**config.mk**
```make
export PLATFORM = sky130hd
export DESIGN_NAME = header_length_trailer_deframer_top_flat
export DESIGN_NICKNAME = d
export VERILOG_FILES = /design/src/hdl/hltd_pkg.sv /design/src/hdl/hltd_if.sv /design/src/hdl/hltd_regs.sv /design/src/hdl/hltd_core.sv /design/src/hdl/hltd_out_fifo.sv /design/src/hdl/header_length_trailer_deframer_top.sv /design/src/flat_wrapper.sv
export VERILOG_INCLUDE_DIRS = /design/src /design/src/hdl
export SDC_FILE = /design/constraint.sdc
export NUM_CORES = 1
export LEC_CHECK = 0
export ABC_AREA = 1
export BUFFER_PORTS_ARGS = -buffer_cell sky130_fd_sc_hd__buf_2
export CAP_MARGIN = 20
export CELL_PAD_IN_SITES_DETAIL_PLACEMENT = 0
export CELL_PAD_IN_SITES_GLOBAL_PLACEMENT = 1
export CORE_ASPECT_RATIO = 0.7
export CORE_MARGIN = 4
export CORE_UTILIZATION = 46
export CTS_BUF_LIST = sky130_fd_sc_hd__clkbuf_4
export DETAILED_ROUTE_END_ITERATION = 7
export PLACE_DENSITY = 0.92
export SYNTH_ARGS = -nofsm -noshare
export SYNTH_HDL_FRONTEND = slang
export SYNTH_SLANG_ARGS = --single-unit
```
**constraint.sdc**
```tcl
create_clock -name clk -period 4.3 [get_ports clk]
set_input_delay 0.86 -clock clk [delete_from_list [all_inputs] [get_ports clk]]
set_output_delay 0.86 -clock clk [all_outputs]
set_load 0.005 [all_outputs]
```
**src/hdl/header_length_trailer_deframer_top_defines.svh**
```systemverilog
// ----------------------------------------------------------------------------
// Header, length and trailer deframer: assertion macros
// Shared concurrent assertion macros for the deframer modules.
// ----------------------------------------------------------------------------
`ifndef HEADER_LENGTH_TRAILER_DEFRAMER_TOP_DEFINES_SVH
`define HEADER_LENGTH_TRAILER_DEFRAMER_TOP_DEFINES_SVH

// The consequent must hold in the same cycle as the antecedent.
`define HLTD_ASSERT_SAME(label, clk, rst, ante, cons) \
  label: assert property (@(posedge clk) disable iff (rst) (ante) |-> (cons)) \
    else $error("deframer assertion failed");

// The consequent must hold in the cycle after the antecedent.
`define HLTD_ASSERT_NEXT(label, clk, rst, ante, cons) \
  label: assert property (@(posedge clk) disable iff (rst) (ante) |=> (cons)) \
    else $error("deframer assertion failed");

`endif

```
**src/hdl/hltd_pkg.sv**
```systemverilog
// ----------------------------------------------------------------------------
// Header, length and trailer deframer: package
// Types, register map and constants shared by the deframer modules.
// ----------------------------------------------------------------------------
`default_nettype none

package hltd_pkg;

  localparam int MAX_PAYLOAD_DEFAULT = 1024;
  localparam int FIFO_DEPTH = 4;
  localparam int PADDR_W = 5;
  localparam int PDATA_W = 32;

  typedef enum logic [2:0] {
    REG_FRAME_MODE     = 3'd0,
    REG_HEADER_FIRST   = 3'd1,
    REG_HEADER_SECOND  = 3'd2,
    REG_TRAILER_FIRST  = 3'd3,
    REG_TRAILER_SECOND = 3'd4
  } reg_index_t;

  typedef enum logic [1:0] {
    PH_HUNT   = 2'd0,
    PH_LEN    = 2'd1,
    PH_LEN_HI = 2'd2,
    PH_BODY   = 2'd3
  } phase_t;

  typedef enum logic [1:0] {
    ST_IN   = 2'd0,
    ST_GOOD = 2'd1,
    ST_BAD  = 2'd2,
    ST_LONG = 2'd3
  } status_t;

  typedef struct packed {
    logic       frame_mode;
    logic [7:0] header_first;
    logic [7:0] header_second;
    logic [7:0] trailer_first;
    logic [7:0] trailer_second;
  } cfg_t;

  localparam cfg_t CFG_RESET = '{
    frame_mode:     1'b1,
    header_first:   8'd170,
    header_second:  8'd85,
    trailer_first:  8'd85,
    trailer_second: 8'd170
  };

  typedef struct packed {
    logic [7:0] out_byte;
    logic       frame_last;
    status_t    frame_status;
  } result_t;

  typedef struct packed {
    logic [1:0] num;
    result_t    r0;
    result_t    r1;
  } push_t;

endpackage

`default_nettype wire

```
**src/hdl/hltd_if.sv**
```systemverilog
// ----------------------------------------------------------------------------
// Header, length and trailer deframer: stream interfaces
// Valid/ready channels for received bytes and for deframed result beats.
// ----------------------------------------------------------------------------
`default_nettype none

interface hltd_rx_if;
  logic       valid;
  logic       ready;
  logic [7:0] rx_byte;

  modport source (output valid, output rx_byte, input ready);
  modport sink (input valid, input rx_byte, output ready);
endinterface

interface hltd_res_if;
  logic       valid;
  logic       ready;
  logic [7:0] out_byte;
  logic       frame_last;
  logic [1:0] frame_status;

  modport source (output valid, output out_byte, output frame_last, output frame_status,
                  input ready);
  modport sink (input valid, input out_byte, input frame_last, input frame_status,
                output ready);
endinterface

`default_nettype wire

```
**src/hdl/hltd_regs.sv**
```systemverilog
// ----------------------------------------------------------------------------
// Header, length and trailer deframer: configuration registers
// APB-style register file holding the mode and the header and trailer bytes.
// ----------------------------------------------------------------------------
`default_nettype none

module hltd_regs
  import hltd_pkg::*;
(
  input  wire logic               clk,
  input  wire logic               rst,
  input  wire logic               psel,
  input  wire logic               penable,
  input  wire logic               pwrite,
  input  wire logic [PADDR_W-1:0] paddr,
  input  wire logic [PDATA_W-1:0] pwdata,
  output logic      [PDATA_W-1:0] prdata,
  output logic                    pready,
  output cfg_t                    cfg,
  output logic                    restart
);

  reg_index_t index;
  logic       wr_en;

  assign index   = reg_index_t'(paddr[PADDR_W-1:2]);
  assign pready  = 1'b1;
  assign wr_en   = psel & penable & pwrite;
  assign restart = wr_en && (index == REG_FRAME_MODE);

  always_ff @(posedge clk) begin
    if (rst) begin
      cfg <= CFG_RESET;
    end else if (wr_en) begin
      unique case (index)
        REG_FRAME_MODE:     cfg.frame_mode     <= pwdata[0];
        REG_HEADER_FIRST:   cfg.header_first   <= pwdata[7:0];
        REG_HEADER_SECOND:  cfg.header_second  <= pwdata[7:0];
        REG_TRAILER_FIRST:  cfg.trailer_first  <= pwdata[7:0];
        REG_TRAILER_SECOND: cfg.trailer_second <= pwdata[7:0];
        default: ;
      endcase
    end
  end

  always_comb begin
    prdata = '0;
    unique case (index)
      REG_FRAME_MODE:     prdata[0]   = cfg.frame_mode;
      REG_HEADER_FIRST:   prdata[7:0] = cfg.header_first;
      REG_HEADER_SECOND:  prdata[7:0] = cfg.header_second;
      REG_TRAILER_FIRST:  prdata[7:0] = cfg.trailer_first;
      REG_TRAILER_SECOND: prdata[7:0] = cfg.trailer_second;
      default: ;
    endcase
  end

endmodule

`default_nettype wire

```
**src/hdl/hltd_core.sv**
```systemverilog
// ----------------------------------------------------------------------------
// Header, length and trailer deframer: framing state machine
// Tracks hunt, length and body phases and produces up to two beats per byte.
// ----------------------------------------------------------------------------
`default_nettype none

module hltd_core
  import hltd_pkg::*;
#(
  parameter int MAX_PAYLOAD = MAX_PAYLOAD_DEFAULT
) (
  input  wire logic       clk,
  input  wire logic       rst,
  input  wire cfg_t       cfg,
  input  wire logic       restart,
  input  wire logic       accept,
  input  wire logic [7:0] rx_byte,
  output push_t           push
);

  `include "header_length_trailer_deframer_top_defines.svh"

  localparam int LW = $clog2(MAX_PAYLOAD + 1);
  localparam int OW = $clog2(MAX_PAYLOAD + 6);
  localparam logic [15:0] MAX_LEN = 16'(MAX_PAYLOAD);

  phase_t          phase, phase_next;
  logic [OW-1:0]   byte_offset, byte_offset_next;
  logic [LW-1:0]   payload_length, payload_length_next;
  logic            held_header_flag, held_header_flag_next;
  logic            trailer_first_matched, trailer_first_matched_next;

  logic [15:0]     len_full;
  logic [OW-1:0]   trailer_pos;
  logic            at_last;

  always_ff @(posedge clk) begin
    if (rst) begin
      phase                 <= PH_HUNT;
      byte_offset           <= '0;
      payload_length        <= '0;
      held_header_flag      <= 1'b0;
      trailer_first_matched <= 1'b0;
    end else begin
      phase                 <= phase_next;
      byte_offset           <= byte_offset_next;
      payload_length        <= payload_length_next;
      held_header_flag      <= held_header_flag_next;
      trailer_first_matched <= trailer_first_matched_next;
    end
  end

  always_comb begin
    phase_next                 = phase;
    byte_offset_next           = byte_offset;
    payload_length_next        = payload_length;
    held_header_flag_next      = held_header_flag;
    trailer_first_matched_next = trailer_first_matched;
    push                       = '0;
    push.r0.out_byte           = rx_byte;
    push.r1.out_byte           = rx_byte;
    len_full                   = 16'({8'd0, rx_byte});
    trailer_pos                = OW'(payload_length) + OW'(2);
    at_last                    = 1'b0;

    if (restart) begin
      phase_next                 = PH_HUNT;
      byte_offset_next           = '0;
      payload_length_next        = '0;
      held_header_flag_next      = 1'b0;
      trailer_first_matched_next = 1'b0;
    end else if (accept) begin
      unique case (phase)
        PH_HUNT: begin
          if (!cfg.frame_mode) begin
            if (rx_byte == cfg.header_first) begin
              phase_next       = PH_LEN;
              byte_offset_next = OW'(1);
              push.num         = 2'd1;
            end
          end else if (held_header_flag && (rx_byte == cfg.header_second)) begin
            held_header_flag_next = 1'b0;
            phase_next            = PH_LEN;
            byte_offset_next      = OW'(2);
            push.num              = 2'd2;
            push.r0.out_byte      = cfg.header_first;
          end else begin
            held_header_flag_next = (rx_byte == cfg.header_first);
          end
        end
        PH_LEN: begin
          push.num = 2'd1;
          if (!cfg.frame_mode) begin
            if (len_full > MAX_LEN) begin
              phase_next              = PH_HUNT;
              byte_offset_next        = '0;
              payload_length_next     = '0;
              push.r0.frame_last      = 1'b1;
              push.r0.frame_status    = ST_LONG;
            end else begin
              phase_next                 = PH_BODY;
              byte_offset_next           = OW'(2);
              payload_length_next        = LW'(len_full);
              trailer_first_matched_next = 1'b0;
            end
          end else begin
            payload_length_next[7:0] = rx_byte;
            phase_next               = PH_LEN_HI;
            byte_offset_next         = OW'(3);
          end
        end
        PH_LEN_HI: begin
          push.num = 2'd1;
          len_full = {rx_byte, payload_length[7:0]};
          if (len_full > MAX_LEN) begin
            phase_next           = PH_HUNT;
            byte_offset_next     = '0;
            payload_length_next  = '0;
            push.r0.frame_last   = 1'b1;
            push.r0.frame_status = ST_LONG;
          end else begin
            phase_next                 = PH_BODY;
            byte_offset_next           = OW'(4);
            payload_length_next        = LW'(len_full);
            trailer_first_matched_next = 1'b0;
          end
        end
        PH_BODY: begin
          push.num = 2'd1;
          if (!cfg.frame_mode) begin
            at_last = (byte_offset == trailer_pos);
            if (at_last) begin
              push.r0.frame_status = (rx_byte == cfg.trailer_first) ? ST_GOOD : ST_BAD;
            end
          end else begin
            trailer_pos = OW'(payload_length) + OW'(4);
            at_last     = (byte_offset == trailer_pos + OW'(1));
            if (byte_offset == trailer_pos) begin
              trailer_first_matched_next = (rx_byte == cfg.trailer_first);
            end
            if (at_last) begin
              push.r0.frame_status =
                (trailer_first_matched && (rx_byte == cfg.trailer_second)) ? ST_GOOD : ST_BAD;
            end
          end
          if (at_last) begin
            phase_next                 = PH_HUNT;
            byte_offset_next           = '0;
            payload_length_next        = '0;
            trailer_first_matched_next = 1'b0;
            push.r0.frame_last         = 1'b1;
          end else begin
            byte_offset_next = byte_offset + OW'(1);
          end
        end
        default: ;
      endcase
    end
  end

  `HLTD_ASSERT_SAME(a_len_bounded, clk, rst, phase == PH_BODY,
                    payload_length <= LW'(MAX_PAYLOAD))
  `HLTD_ASSERT_SAME(a_held_only_hunting, clk, rst, held_header_flag,
                    phase == PH_HUNT && cfg.frame_mode)
  `HLTD_ASSERT_SAME(a_two_beats_header, clk, rst, push.num == 2'd2,
                    phase == PH_HUNT && push.r0.out_byte == cfg.header_first)
  `HLTD_ASSERT_SAME(a_offset_in_frame, clk, rst, phase == PH_BODY,
                    byte_offset <= OW'(payload_length) + OW'(5))

endmodule

`default_nettype wire

```
**src/hdl/hltd_out_fifo.sv**
```systemverilog
// ----------------------------------------------------------------------------
// Header, length and trailer deframer: result queue
// Small register queue taking up to two beats per cycle and giving one.
// ----------------------------------------------------------------------------
`default_nettype none

module hltd_out_fifo
  import hltd_pkg::*;
(
  input  wire logic  clk,
  input  wire logic  rst,
  input  wire push_t push,
  output logic       in_ready,
  output logic       out_valid,
  input  wire logic  out_ready,
  output result_t    out_data
);

  `include "header_length_trailer_deframer_top_defines.svh"

  localparam int PTR_W = $clog2(FIFO_DEPTH);
  localparam int CNT_W = $clog2(FIFO_DEPTH + 1);

  result_t             entries [FIFO_DEPTH];
  logic [PTR_W-1:0]    wr_ptr, rd_ptr;
  logic [CNT_W-1:0]    count, count_next;
  logic                pop;

  assign out_valid = (count != '0);
  assign out_data  = entries[rd_ptr];
  assign pop       = out_valid && out_ready;
  assign in_ready  = (count <= CNT_W'(FIFO_DEPTH - 2));
  assign count_next = count + CNT_W'(push.num) - CNT_W'(pop);

  always_ff @(posedge clk) begin
    if (rst) begin
      wr_ptr <= '0;
      rd_ptr <= '0;
      count  <= '0;
    end else begin
      wr_ptr <= wr_ptr + PTR_W'(push.num);
      rd_ptr <= rd_ptr + PTR_W'(pop);
      count  <= count_next;
    end
  end

  always_ff @(posedge clk) begin
    if (push.num != 2'd0) begin
      entries[wr_ptr] <= push.r0;
    end
    if (push.num == 2'd2) begin
      entries[wr_ptr + PTR_W'(1)] <= push.r1;
    end
  end

  `HLTD_ASSERT_SAME(a_count_bounded, clk, rst, 1'b1, count <= CNT_W'(FIFO_DEPTH))
  `HLTD_ASSERT_SAME(a_no_overflow, clk, rst, push.num != 2'd0,
                    count + CNT_W'(push.num) <= CNT_W'(FIFO_DEPTH))
  `HLTD_ASSERT_NEXT(a_push_shows, clk, rst, push.num != 2'd0, out_valid)

endmodule

`default_nettype wire

```
**src/hdl/header_length_trailer_deframer_top.sv**
```systemverilog
// ----------------------------------------------------------------------------
// Header, length and trailer deframer: top level
// Path: an accepted frame byte is written into the result queue and offered on res from there.
// Throughput: one received byte per cycle; rx.ready drops while three or more of the
// four result queue entries are held, so a two-beat mode 1 header always has room.
// Reset: synchronous rst returns the registers to their defaults, empties the
// queue and puts the framer back to hunting; a frame_mode write also restarts the hunt.
// ----------------------------------------------------------------------------
`default_nettype none

module header_length_trailer_deframer_top
  import hltd_pkg::*;
#(
  parameter int MAX_PAYLOAD = MAX_PAYLOAD_DEFAULT
) (
  input  wire logic               clk,
  input  wire logic               rst,
  hltd_rx_if.sink                 rx,
  hltd_res_if.source              res,
  input  wire logic               psel,
  input  wire logic               penable,
  input  wire logic               pwrite,
  input  wire logic [PADDR_W-1:0] paddr,
  input  wire logic [PDATA_W-1:0] pwdata,
  output logic      [PDATA_W-1:0] prdata,
  output logic                    pready
);

  cfg_t    cfg;
  logic    restart;
  logic    accept;
  logic    in_ready;
  push_t   push;
  result_t out_data;

  assign rx.ready = in_ready;
  assign accept   = rx.valid && in_ready;

  hltd_regs u_regs (
    .clk     (clk),
    .rst     (rst),
    .psel    (psel),
    .penable (penable),
    .pwrite  (pwrite),
    .paddr   (paddr),
    .pwdata  (pwdata),
    .prdata  (prdata),
    .pready  (pready),
    .cfg     (cfg),
    .restart (restart)
  );

  hltd_core #(
    .MAX_PAYLOAD (MAX_PAYLOAD)
  ) u_core (
    .clk     (clk),
    .rst     (rst),
    .cfg     (cfg),
    .restart (restart),
    .accept  (accept),
    .rx_byte (rx.rx_byte),
    .push    (push)
  );

  hltd_out_fifo u_fifo (
    .clk       (clk),
    .rst       (rst),
    .push      (push),
    .in_ready  (in_ready),
    .out_valid (res.valid),
    .out_ready (res.ready),
    .out_data  (out_data)
  );

  assign res.out_byte     = out_data.out_byte;
  assign res.frame_last   = out_data.frame_last;
  assign res.frame_status = out_data.frame_status;

endmodule

`default_nettype wire

```
**src/flat_wrapper.sv**
```systemverilog
// flat-port wrapper written by rule: the top's interface ports become plain ports
module header_length_trailer_deframer_top_flat import hltd_pkg::*;
#(
  parameter int MAX_PAYLOAD = MAX_PAYLOAD_DEFAULT
)
  (clk, rst, psel, penable, pwrite, paddr, pwdata, prdata, pready, rx_valid, rx_rx_byte, rx_ready, res_valid, res_out_byte, res_frame_last, res_frame_status, res_ready);
  hltd_rx_if rx_i ();
  hltd_res_if res_i ();
  input  wire logic clk;
  input  wire logic rst;
  input  wire logic psel;
  input  wire logic penable;
  input  wire logic pwrite;
  input  wire logic [PADDR_W-1:0] paddr;
  input  wire logic [PDATA_W-1:0] pwdata;
  output logic      [PDATA_W-1:0] prdata;
  output logic pready;
  input wire logic [$bits(rx_i.valid)-1:0] rx_valid;
  input wire logic [$bits(rx_i.rx_byte)-1:0] rx_rx_byte;
  output wire logic [$bits(rx_i.ready)-1:0] rx_ready;
  output wire logic [$bits(res_i.valid)-1:0] res_valid;
  output wire logic [$bits(res_i.out_byte)-1:0] res_out_byte;
  output wire logic [$bits(res_i.frame_last)-1:0] res_frame_last;
  output wire logic [$bits(res_i.frame_status)-1:0] res_frame_status;
  input wire logic [$bits(res_i.ready)-1:0] res_ready;
  assign rx_i.valid = rx_valid;
  assign rx_i.rx_byte = rx_rx_byte;
  assign rx_ready = rx_i.ready;
  assign res_valid = res_i.valid;
  assign res_out_byte = res_i.out_byte;
  assign res_frame_last = res_i.frame_last;
  assign res_frame_status = res_i.frame_status;
  assign res_i.ready = res_ready;
  header_length_trailer_deframer_top #(.MAX_PAYLOAD(MAX_PAYLOAD)) u_core (.clk(clk), .rst(rst), .rx(rx_i), .res(res_i), .psel(psel), .penable(penable), .pwrite(pwrite), .paddr(paddr), .pwdata(pwdata), .prdata(prdata), .pready(pready));
endmodule
```
==> results of run 1 <==
## where the power goes
group / internal (mW) / switching (mW)
sequential: 1.09 / 0.0396
combinational: 0.178 / 0.330
clock: 0.128 / 0.368
total: 1.40 / 0.738
## area by class of cell
type	count	area, sq um
Clock buffer	9	67.6
Clock inverter	7	57.6
Fill cell	1497	7420
Inverter	113	424
Multi-Input combinational cell	789	3900
Sequential cell	110	2520
Tap cell	195	244
Timing Repair Buffer	51	268
## critical path: cells and delay by family
| kind | cells | cell delay (ns) |
|---|---|---|
| xor+xnor | 1 | 0.20 |
| buf+inv | 5 | 0.42 |
| simple gates | 5 | 1.31 |
| fa+ha+maj | 3 | 0.86 |
## sequential cells by signal, indices dropped and copies added (netlist names)
| register | flops |
|---|---|
| u_core.u_regs.cfg | 33 |
| u_core.u_core.phase | 2 |
| u_core.u_core.held_header_flag | 1 |
| u_core.u_fifo.count | 3 |
| u_core.u_core.trailer_first_matched | 1 |
| u_core.u_fifo.rd_ptr | 2 |
| u_core.u_core.payload_length | 11 |
| u_core.u_core.byte_offset | 11 |
| u_core.u_fifo.entries | 44 |
| u_core.u_fifo.wr_ptr | 2 |
## cells by family (layout without fill, tap and decap cells)
logic type               Yosys count  after routing  synth area share, %
AO/OA/AOI/OAI                    161            161                 12.4
XOR/XNOR                          35             35                 4.31
adder cells (fa/ha/maj)           14             14                 2.57
buffers and inverters            176            180                 11.0
flip-flops                       110            110                 35.4
other                              2             25                0.105
AND/OR/NAND/NOR                  554            554                 34.2
## per-stage QoR
stage	hold slack, ns	util, %
after CTS	0.484	50.2
after global routing	0.507	50.2
after detailed placement	0.461	49.4
final	0.483	50.2
after global placement	0.457	49.4
after floorplan	0.440	-
## worst paths after layout
check        depth (start not counted)                          end                         from  slack (ns)
min                                  2  u_core.u_fifo.entries[0][1]  u_core.u_fifo.entries[0][1]        0.48
min reg2reg                          2  u_core.u_fifo.entries[0][1]  u_core.u_fifo.entries[0][1]        0.48
max reg2reg                         12       u_core.u_fifo.count[2]       u_core.u_fifo.count[0]        1.17
max                                 14       u_core.u_fifo.count[2]                         psel        1.08
## per-layer routing
layer	up-vias	global-route usage (%)	part of all wire [%]	wire length (um)
met3	26	3.70	9.3	1860
met4	0	4.91	1.4	274
met5	-	0	0	0
li1	3420	-	-	-
met1	3114	38.0	51	10200
met2	323	29.2	38	7560
## synthesized netlist by cell type, types with 4 or more instances
master | count | area [sq um]
o21ai_0 | 98 | 490
xor2_1 | 17 | 149
nor2_4 | 5 | 56.3
ha_1 | 13 | 163
nand2_2 | 9 | 56.3
xnor2_1 | 18 | 158
nor2_1 | 121 | 454
a21oi_1 | 28 | 140
nand2_4 | 4 | 45.0
nand4_1 | 17 | 106
buf_2 | 15 | 75.1
o211ai_1 | 7 | 52.6
inv_1 | 109 | 409
nor3_1 | 20 | 100
o22ai_1 | 16 | 100
buf_4 | 25 | 188
nand2_1 | 273 | 1020
dfxtp_1 | 78 | 1560
edfxtp_1 | 32 | 961
nand3_1 | 83 | 415
clkbuf_1 | 22 | 82.6
nor2_2 | 7 | 43.8
## layout by cell type (no fill, tap or decap), types with 9 or more instances in the layout
master | synthesis | layout
dfxtp_1 | 78 | 78
nand2_1 | 273 | 273
nor3_1 | 20 | 20
o21ai_0 | 98 | 98
nor2_1 | 121 | 121
nand4_1 | 17 | 17
clkbuf_4 | 0 | 9
inv_1 | 109 | 109
a21oi_1 | 28 | 28
conb_1 | 2 | 25
ha_1 | 13 | 13
xnor2_1 | 18 | 18
xor2_1 | 17 | 17
buf_2 | 15 | 46
nand3_1 | 83 | 83
o22ai_1 | 16 | 16
edfxtp_1 | 32 | 32
nand2_2 | 9 | 9
==> results_dict.tcl, run 1 <==
set metrics [dict create \
    htree_num_levels 3 \
    end_kind "flip-flop" \
    via_per_inst 5.40 \
    grt_pass1_wl_mm 31.7 \
    drt_pass1_iterations 5 \
    clk_pin_slew_ns 0.18 \
    power_leakage_nw 3.30 \
    fmax_mhz 310 \
    drt-total-wl_mm 20.0 \
    cp_data_required_time_ns 4.73 \
    ir_drop_mv 0.150 \
    routedWlPerCell_um 15.7 \
    p_per_area_nw_per_um2 285 \
    hp-class "reg -> reg" \
    syn_area_sq_um 7120 \
    yosys_register_bits 110 \
    cts_tree "done" \
    dpl_cell_area_sq_um 7360 \
    async_flop_share_pct 0 \
    die_area_sq_um 17600 \
    tightestPinTransition_ns 0.843 \
    synth_cells 1052 \
    placedCellCount 1258 \
    cts_resized 0 \
    synth_cell_types 44 \
    slew_headroom_pct 43.6 \
    clk_latency_ns 0.47 \
    gp_congestion 0.964 \
    synth-seq-area-share_pct 35.4 \
    grt_overflow 0 \
    area_growth_pct 5.15 \
    synth_edf_count 32 \
    die_y_um 112 \
    root_buffer "clkbuf_4" \
    status "finished clean" \
    final_hold_viol_count 0 \
    dp_hpwl_mm 15.5 \
    timing.final.max_slew_violations 0 \
    startpoint_type "primary input" \
    layout_min_cycle_time_ns 3.22 \
    n_antenna_cell 0 \
    die_x_um 157 \
    crit_arrival_ns 3.65 \
    cts_sinks 110 \
    detailedRoute.firstIterationViolations 679 \
    p_total_mw 2.14 \
    slowest_stage "nor2_1" \
    drc 0 \
    final-setup-viol-count 0 \
    ant_nets 0 \
    hold_buffers 0 \
    synth_area_per_cell_sq_um 6.77 \
    cts_made_buffers 9 \
    initial_core_util_pct 47.8 \
    grt_pass1_vias 5909 \
    core.rowCount 37 \
    crit_fanout 13 \
    fin_skew_ns 0.0217 \
    nets 1140 \
    grt_use_total_pct 22.5 \
    fin_cells 1274 \
    ys.flop_type "dfxtp_1" \
    finalCritPeriodShare_pct 74.9 \
    rsz0062_at_grt "false" \
    cts_setup_buffers 0 \
    ctsLongestPathBuffers 2 \
    path_cells "buf_2 > nand3_1 > nor2_1 > buf_4 > nor2_1 > nand3_1 > ha_1 > inv_1 > ha_1 > inv_1 > fa_1 > xor2_1 > inv_1 > nor2_1" \
    io_pins 98 \
    slowest_delay_ns 0.63 \
    final_area_sq_um 7490 \
    yosys_warnings 0 \
    drv_cap 0 \
    grt_max_degree 32 \
    drive_gt1_share_pct 9.27 \
    setup_tns_ns 0 \
    dp_slack_ns 0.562 \
    num_vias 6883 \
    antenna_found_initial 0 \
    core-area_sq_um 14900 \
    setup_slack_ns 1.08 \
    numPortBuffers 46 \
    path_class "in -> reg" \
]
Power figures use the tool's default switching activity.
==> run 2: changes to the inputs <==
--- a/config.mk
+++ b/config.mk
@@ -13,10 +13,10 @@
 export CELL_PAD_IN_SITES_GLOBAL_PLACEMENT = 1
 export CORE_ASPECT_RATIO = 0.7
 export CORE_MARGIN = 4
-export CORE_UTILIZATION = 46
+export CORE_UTILIZATION = 39
 export CTS_BUF_LIST = sky130_fd_sc_hd__clkbuf_4
 export DETAILED_ROUTE_END_ITERATION = 7
-export PLACE_DENSITY = 0.92
+export PLACE_DENSITY = 0.84
 export SYNTH_ARGS = -nofsm -noshare
 export SYNTH_HDL_FRONTEND = slang
 export SYNTH_SLANG_ARGS = --single-unit
==> constraint.sdc (replaced) <==
create_clock -name clk -period 2.71 [get_ports clk]
set_input_delay 0.542 -clock clk [delete_from_list [all_inputs] [get_ports clk]]
set_output_delay 0.542 -clock clk [all_outputs]
set_load 0.005 [all_outputs]
==> run 2 against run 1 <==
  * Wire length is 4.4% higher
  * Global-route usage is 2.3 points lower
  * First-iteration DRC count shrank 9.7%
  * Final cell count increased by 8.8%
  * Total power is 63% higher
  * Worst hold slack lost 0.20 ns
  * Sequential share of layout area down 2.7 points
  * Register-to-register slack got worse by 0.99 ns
  * Final area rose by 8.9%
  * Critical path depth increased by 2
  * Worst setup slack got worse by 0.90 ns
  * Clock skew increased by 0.0079 ns
  * Critical path type is now reg -> reg
  * Largest power group unchanged
  * Highest routed layer unchanged
==> results_dict.tcl, run 2 (synthesis gave the netlist of run 1 again) <==
set metrics [dict create \
    cts_setup_buffers 0 \
    registers.top_by_ff_count "u_core.u_fifo.entries" \
    ff_latch_area_sq_um 2530 \
    final_common_cell "nand2_1" \
    end_kind "flip-flop" \
    crit_fanout 5 \
    final_cell_mix "nand2_1 (273), nor2_1 (121), inv_1 (109)" \
    routedWlPerCell_um 15.0 \
    grt_overflow 0 \
    core-area_sq_um 18000 \
    r2r_cells 16 \
    die_x_um 169 \
    core.rowCount 41 \
    dp_slack_ns 0.00858 \
    fin_skew_ns 0.0296 \
    r2r_slack_ns 0.18 \
    crit_arrival_ns 2.93 \
    fmax_mhz 395 \
    whs_endpoint "u_core.u_regs.cfg[12]" \
    io_pins 98 \
    r2r-end "u_core.u_core.payload_length[8]" \
    drc 0 \
    tightestPinTransition_ns 0.647 \
    drt-total-wl_mm 20.8 \
    reg2reg_from "u_core.u_core.payload_length[2]" \
    clk_pin_slew_ns 0.20 \
    startpoint_type "flip-flop" \
    timing.final.max_slew_violations 0 \
    grt_use_total_pct 20.2 \
    ctsLongestPathBuffers 2 \
    antenna_found_initial 0 \
    num_vias 6930 \
    hold_buffers 0 \
    numPortBuffers 46 \
    final_hold_viol_count 0 \
    largest_reg_flops 44 \
    fin_hold_ws_ns 0.286 \
    die_area_sq_um 20500 \
    n_antenna_cell 0 \
    setup_slack_ns 0.181 \
    hp-start "pwdata[4]" \
    detailedRoute.firstIterationViolations 613 \
    drt_pass1_iterations 6 \
    drv_cap 0 \
    status "finished clean" \
    root_buffer "clkbuf_4" \
    htree_num_levels 3 \
    gp_congestion 0.893 \
    setup_tns_ns 0 \
    rsz0062_at_grt "false" \
    dp_hpwl_mm 16.6 \
    nets 1211 \
    finalCritPeriodShare_pct 93.3 \
    grt_max_degree 24 \
    drive_gt1_share_pct 15.4 \
    layout_min_cycle_time_ns 2.53 \
    ant_nets 0 \
    p_per_area_nw_per_um2 426 \
    path_class "reg -> reg" \
    clk_latency_ns 0.51 \
    area_growth_pct 14.5 \
    final-setup-viol-count 0 \
    initial_core_util_pct 39.7 \
    die_y_um 121 \
    ir_drop_mv 0.215 \
    via_per_inst 5.00 \
    grt_pass1_wl_mm 32.7 \
    cts_made_buffers 9 \
    cts_sinks 110 \
    cp_data_required_time_ns 3.11 \
    grt_pass1_vias 6006 \
    multi_input_area_sq_um 3920 \
    cts_tree "done" \
    nFillCells 1921 \
    power_leakage_nw 3.65 \
    hp-class "in -> reg" \
    reg.largest.list "u_core.u_fifo.entries: 44 flops, u_core.u_regs.cfg: 33 flops" \
    slew_headroom_pct 56.8 \
    hold-path-cell-count 3 \
]
run 2: area by class of cell:
cell class / instances / area share [%]
Clock buffer: 10 / 0.921
Clock inverter: 6 / 0.660
Inverter: 113 / 5.20
Multi-Input combinational cell: 789 / 48.1
Sequential cell: 110 / 31.0
Tap cell: 236 / 3.62
Timing Repair Buffer: 122 / 10.4
run 2: critical path, stage by stage (launching register included):
cell	delay, ns
dfxtp_4	0.40
inv_1	0.19
buf_4	0.18
ha_1	0.16
nand2_1	0.12
nor2_4	0.20
nand3_2	0.12
nor2_4	0.11
nand2_1	0.05
nand2_1	0.05
nand2_1	0.08
nor2_4	0.14
nand2_4	0.08
nand3_4	0.11
nand2_1	0.11
o21ai_0	0.26
nor2_1	0.07
run 2: worst max path at each step:
stage	startpoint	to	slack, ns	cells after the start
global route	u_core.u_core.payload_length[3]	u_core.u_core.payload_length[8]	0.01	18
floorplan	rx_rx_byte[6]	u_core.u_fifo.count[2]	0.02	13
finish	u_core.u_core.payload_length[2]	u_core.u_core.payload_length[8]	0.18	16
detailed placement	rx_rx_byte[3]	u_core.u_fifo.count[2]	0.009	16
global placement	rx_rx_byte[3]	u_core.u_fifo.count[2]	0.04	16
CTS	u_core.u_core.payload_length[2]	u_core.u_core.payload_length[9]	0.1	18
run 2: timing repair:
item | CTS | global route
hold endpoints to repair | 0 | 0
endpoints found under the setup margin | 0 | 36
resized for setup | 0 | 7
run 2: where the power goes:
group,leakage [nW],total [mW],internal [mW],switching (mW)
clock,0.0699,0.814,0.218,0.596
combinational,2.68,0.868,0.326,0.542
sequential,0.901,1.79,1.73,0.0574
run 2: layer usage:
metal / up-vias / wire (um) / GRT usage [%]
met5: - / 0 / 0
met4: 0 / 80 / 2.66
met3: 6 / 1480 / 3.61
met2: 240 / 8230 / 27.8
met1: 3128 / 11000 / 33.1
li1: 3556 / - / -
run 2: through the flow:
| step | instances | utilization, % | total power, mW | area (sq um) |
|---|---|---|---|---|
| 4_1_cts | 1386 | 45.2 | 3.49 | 8120 |
| 3_5_place_dp | 1370 | 44.5 | 2.69 | 8000 |
| 3_3_place_gp | 1370 | 44.5 | 2.68 | 8000 |
| 5_1_grt | 1386 | 45.4 | 3.68 | 8150 |
| 2_1_floorplan | 1075 | - | 2.39 | 7210 |
| 6_report | 1386 | 45.4 | 3.47 | 8150 |
==> run 3: changes to the inputs <==
--- a/config.mk
+++ b/config.mk
@@ -11,12 +11,11 @@
 export CAP_MARGIN = 20
 export CELL_PAD_IN_SITES_DETAIL_PLACEMENT = 0
 export CELL_PAD_IN_SITES_GLOBAL_PLACEMENT = 1
-export CORE_ASPECT_RATIO = 0.7
-export CORE_MARGIN = 4
+export CORE_MARGIN = 1.5
 export CORE_UTILIZATION = 39
 export CTS_BUF_LIST = sky130_fd_sc_hd__clkbuf_4
 export DETAILED_ROUTE_END_ITERATION = 7
-export PLACE_DENSITY = 0.84
+export PLACE_DENSITY = 0.81
 export SYNTH_ARGS = -nofsm -noshare
 export SYNTH_HDL_FRONTEND = slang
 export SYNTH_SLANG_ARGS = --single-unit
==> run 3 against run 2 <==
  * Highest routed layer unchanged
  * Total power rose by 0.11%
  * Final cell count fell by 1.5%
  * Combinational power fell by 0.6%
  * Clock skew fell by 0.0091 ns
  * Maximum frequency rose by 2.5%
  * Sequential power barely moved
  * Via count fell by 1.4%
  * Wire length fell by 3.7%
  * Register-to-register slack improved by 0.06 ns
  * Critical path type unchanged
  * Sequential cell count did not move
==> results_dict.tcl, run 3 (synthesis gave the netlist of run 1 again) <==
set metrics [dict create \
    status "finished clean" \
    final_cell_mix "nand2_1 (273), nor2_1 (121), inv_1 (109)" \
    die_x_um 138 \
    fmax_mhz 406 \
    gp_congestion 0.916 \
    grt_use_total_pct 21.3 \
    path_class "reg -> reg" \
    grt_pass1_wl_mm 32.5 \
    core-area_sq_um 17900 \
    drt_pass1_iterations 5 \
    final_common_cell "nand2_1" \
    p_per_area_nw_per_um2 436 \
    cts_sinks 110 \
    area_growth_pct 12.1 \
    rsz0062_at_grt "true" \
    num_vias 6834 \
    numPortBuffers 46 \
    drt-total-wl_mm 20.1 \
    finalCritPeriodShare_pct 91.0 \
    crit_arrival_ns 2.87 \
    grt_overflow 0 \
    slowest_stage "dfxtp_1" \
    end_kind "flip-flop" \
    reg.largest.list "u_core.u_fifo.entries: 44 flops, u_core.u_regs.cfg: 33 flops" \
    tightestPinTransition_ns 0.698 \
    startpoint_type "flip-flop" \
    ir_drop_mv 0.221 \
    slowest_delay_ns 0.37 \
    die_y_um 138 \
    nets 1196 \
    cts_made_buffers 9 \
    ant_nets 0 \
    core.rowCount 49 \
    detailedRoute.firstIterationViolations 309 \
    setup_slack_ns 0.244 \
    setup_tns_ns 0 \
    grt_pass1_vias 6276 \
    final_hold_viol_count 0 \
    via_per_inst 5.01 \
    crit_family "adder cells" \
    io_pins 98 \
    routedWlPerCell_um 14.7 \
    registers.top_by_ff_count "u_core.u_fifo.entries" \
    dp_slack_ns 0.0330 \
    largest_reg_flops 44 \
    clk_pin_slew_ns 0.20 \
    layout_min_cycle_time_ns 2.47 \
    crit_fanout 4 \
    slew_headroom_pct 53.4 \
    cts_setup_buffers 0 \
    cts_resized 0 \
    timing.final.max_slew_violations 0 \
    cp_data_required_time_ns 3.11 \
    dp_hpwl_mm 15.9 \
    hold_buffers 0 \
    clk_latency_ns 0.50 \
    fin_skew_ns 0.0205 \
    antenna_found_initial 1 \
    die_area_sq_um 19100 \
    crit_top_cell "inv_1" \
    path_buf_inv 3 \
    hp-class "in -> reg" \
    drc 0 \
    htree_num_levels 3 \
    drv_cap 0 \
    initial_core_util_pct 39.8 \
    root_buffer "clkbuf_4" \
    final-setup-viol-count 0 \
    grt_max_degree 27 \
    cts_tree "done" \
    power_leakage_nw 3.58 \
    path_cells "a21oi_1 > nand2_1 > nor2_1 > nand3_1 > ha_1 > inv_1 > ha_1 > inv_1 > fa_1 > xor2_1 > inv_1 > nor2_1" \
    ctsLongestPathBuffers 2 \
    drive_gt1_share_pct 14.1 \
]
## run 3: final timing paths
kind	slack (ns)	startpoint	endpoint	cells after the start
max	0.24	u_core.u_fifo.count[0]	u_core.u_fifo.count[2]	12
min	0.28	pwdata[6]	u_core.u_regs.cfg[14]	3
min reg2reg	0.48	u_core.u_fifo.entries[0][2]	u_core.u_fifo.entries[0][2]	2
max reg2reg	0.24	u_core.u_fifo.count[0]	u_core.u_fifo.count[2]	12
## run 3: worst reg2reg max path: cells and delay by family, from the launching register on
kind	cells	cell delay (ns)
xor+xnor	1	0.17
fa+ha+maj	3	0.81
buf+inv	3	0.16
flops	1	0.37
simple gates	4	0.58
compound gates	1	0.29
## run 3: layer usage
layer / track usage (%) / up-vias / part of all wire, % / wire, um
met5: 0 / - / 0 / 0
met3: 2.53 / 20 / 4.6 / 915
met2: 34.3 / 182 / 45 / 9000
met4: 7.04 / 0 / 1.7 / 345
met1: 29.9 / 3101 / 49 / 9790
li1: - / 3531 / - / -
## run 3: cell type report
cell class	instances	area, sq um
antenna	1	2.50
clock buffer	9	67.6
clock inverter	7	65.1
fill	1911	9920
inverter	113	424
multi-input combinational	789	3920
sequential	110	2530
tap	229	287
timing repair buffer	107	688
## run 3: power breakdown
group          switching, mW  internal, mW  total [mW]
Clock                  0.614         0.212       0.826
Sequential            0.0548          1.73        1.79
Combinational          0.536         0.327       0.863
Total                   1.20          2.27        3.48
## run 3: stage by stage
step                cell area (sq um)  util, %  std cells  power, mW  hold slack [ns]
floorplan                        7210        -       1075       2.39            0.440
global placement                 7820     43.7       1348       2.68            0.455
detailed placement               7820     43.7       1348       2.69            0.461
CTS                              7960     44.4       1364       3.50            0.250
global route                     7980     44.6       1365       3.67            0.302
finish                           7980     44.6       1365       3.48            0.284
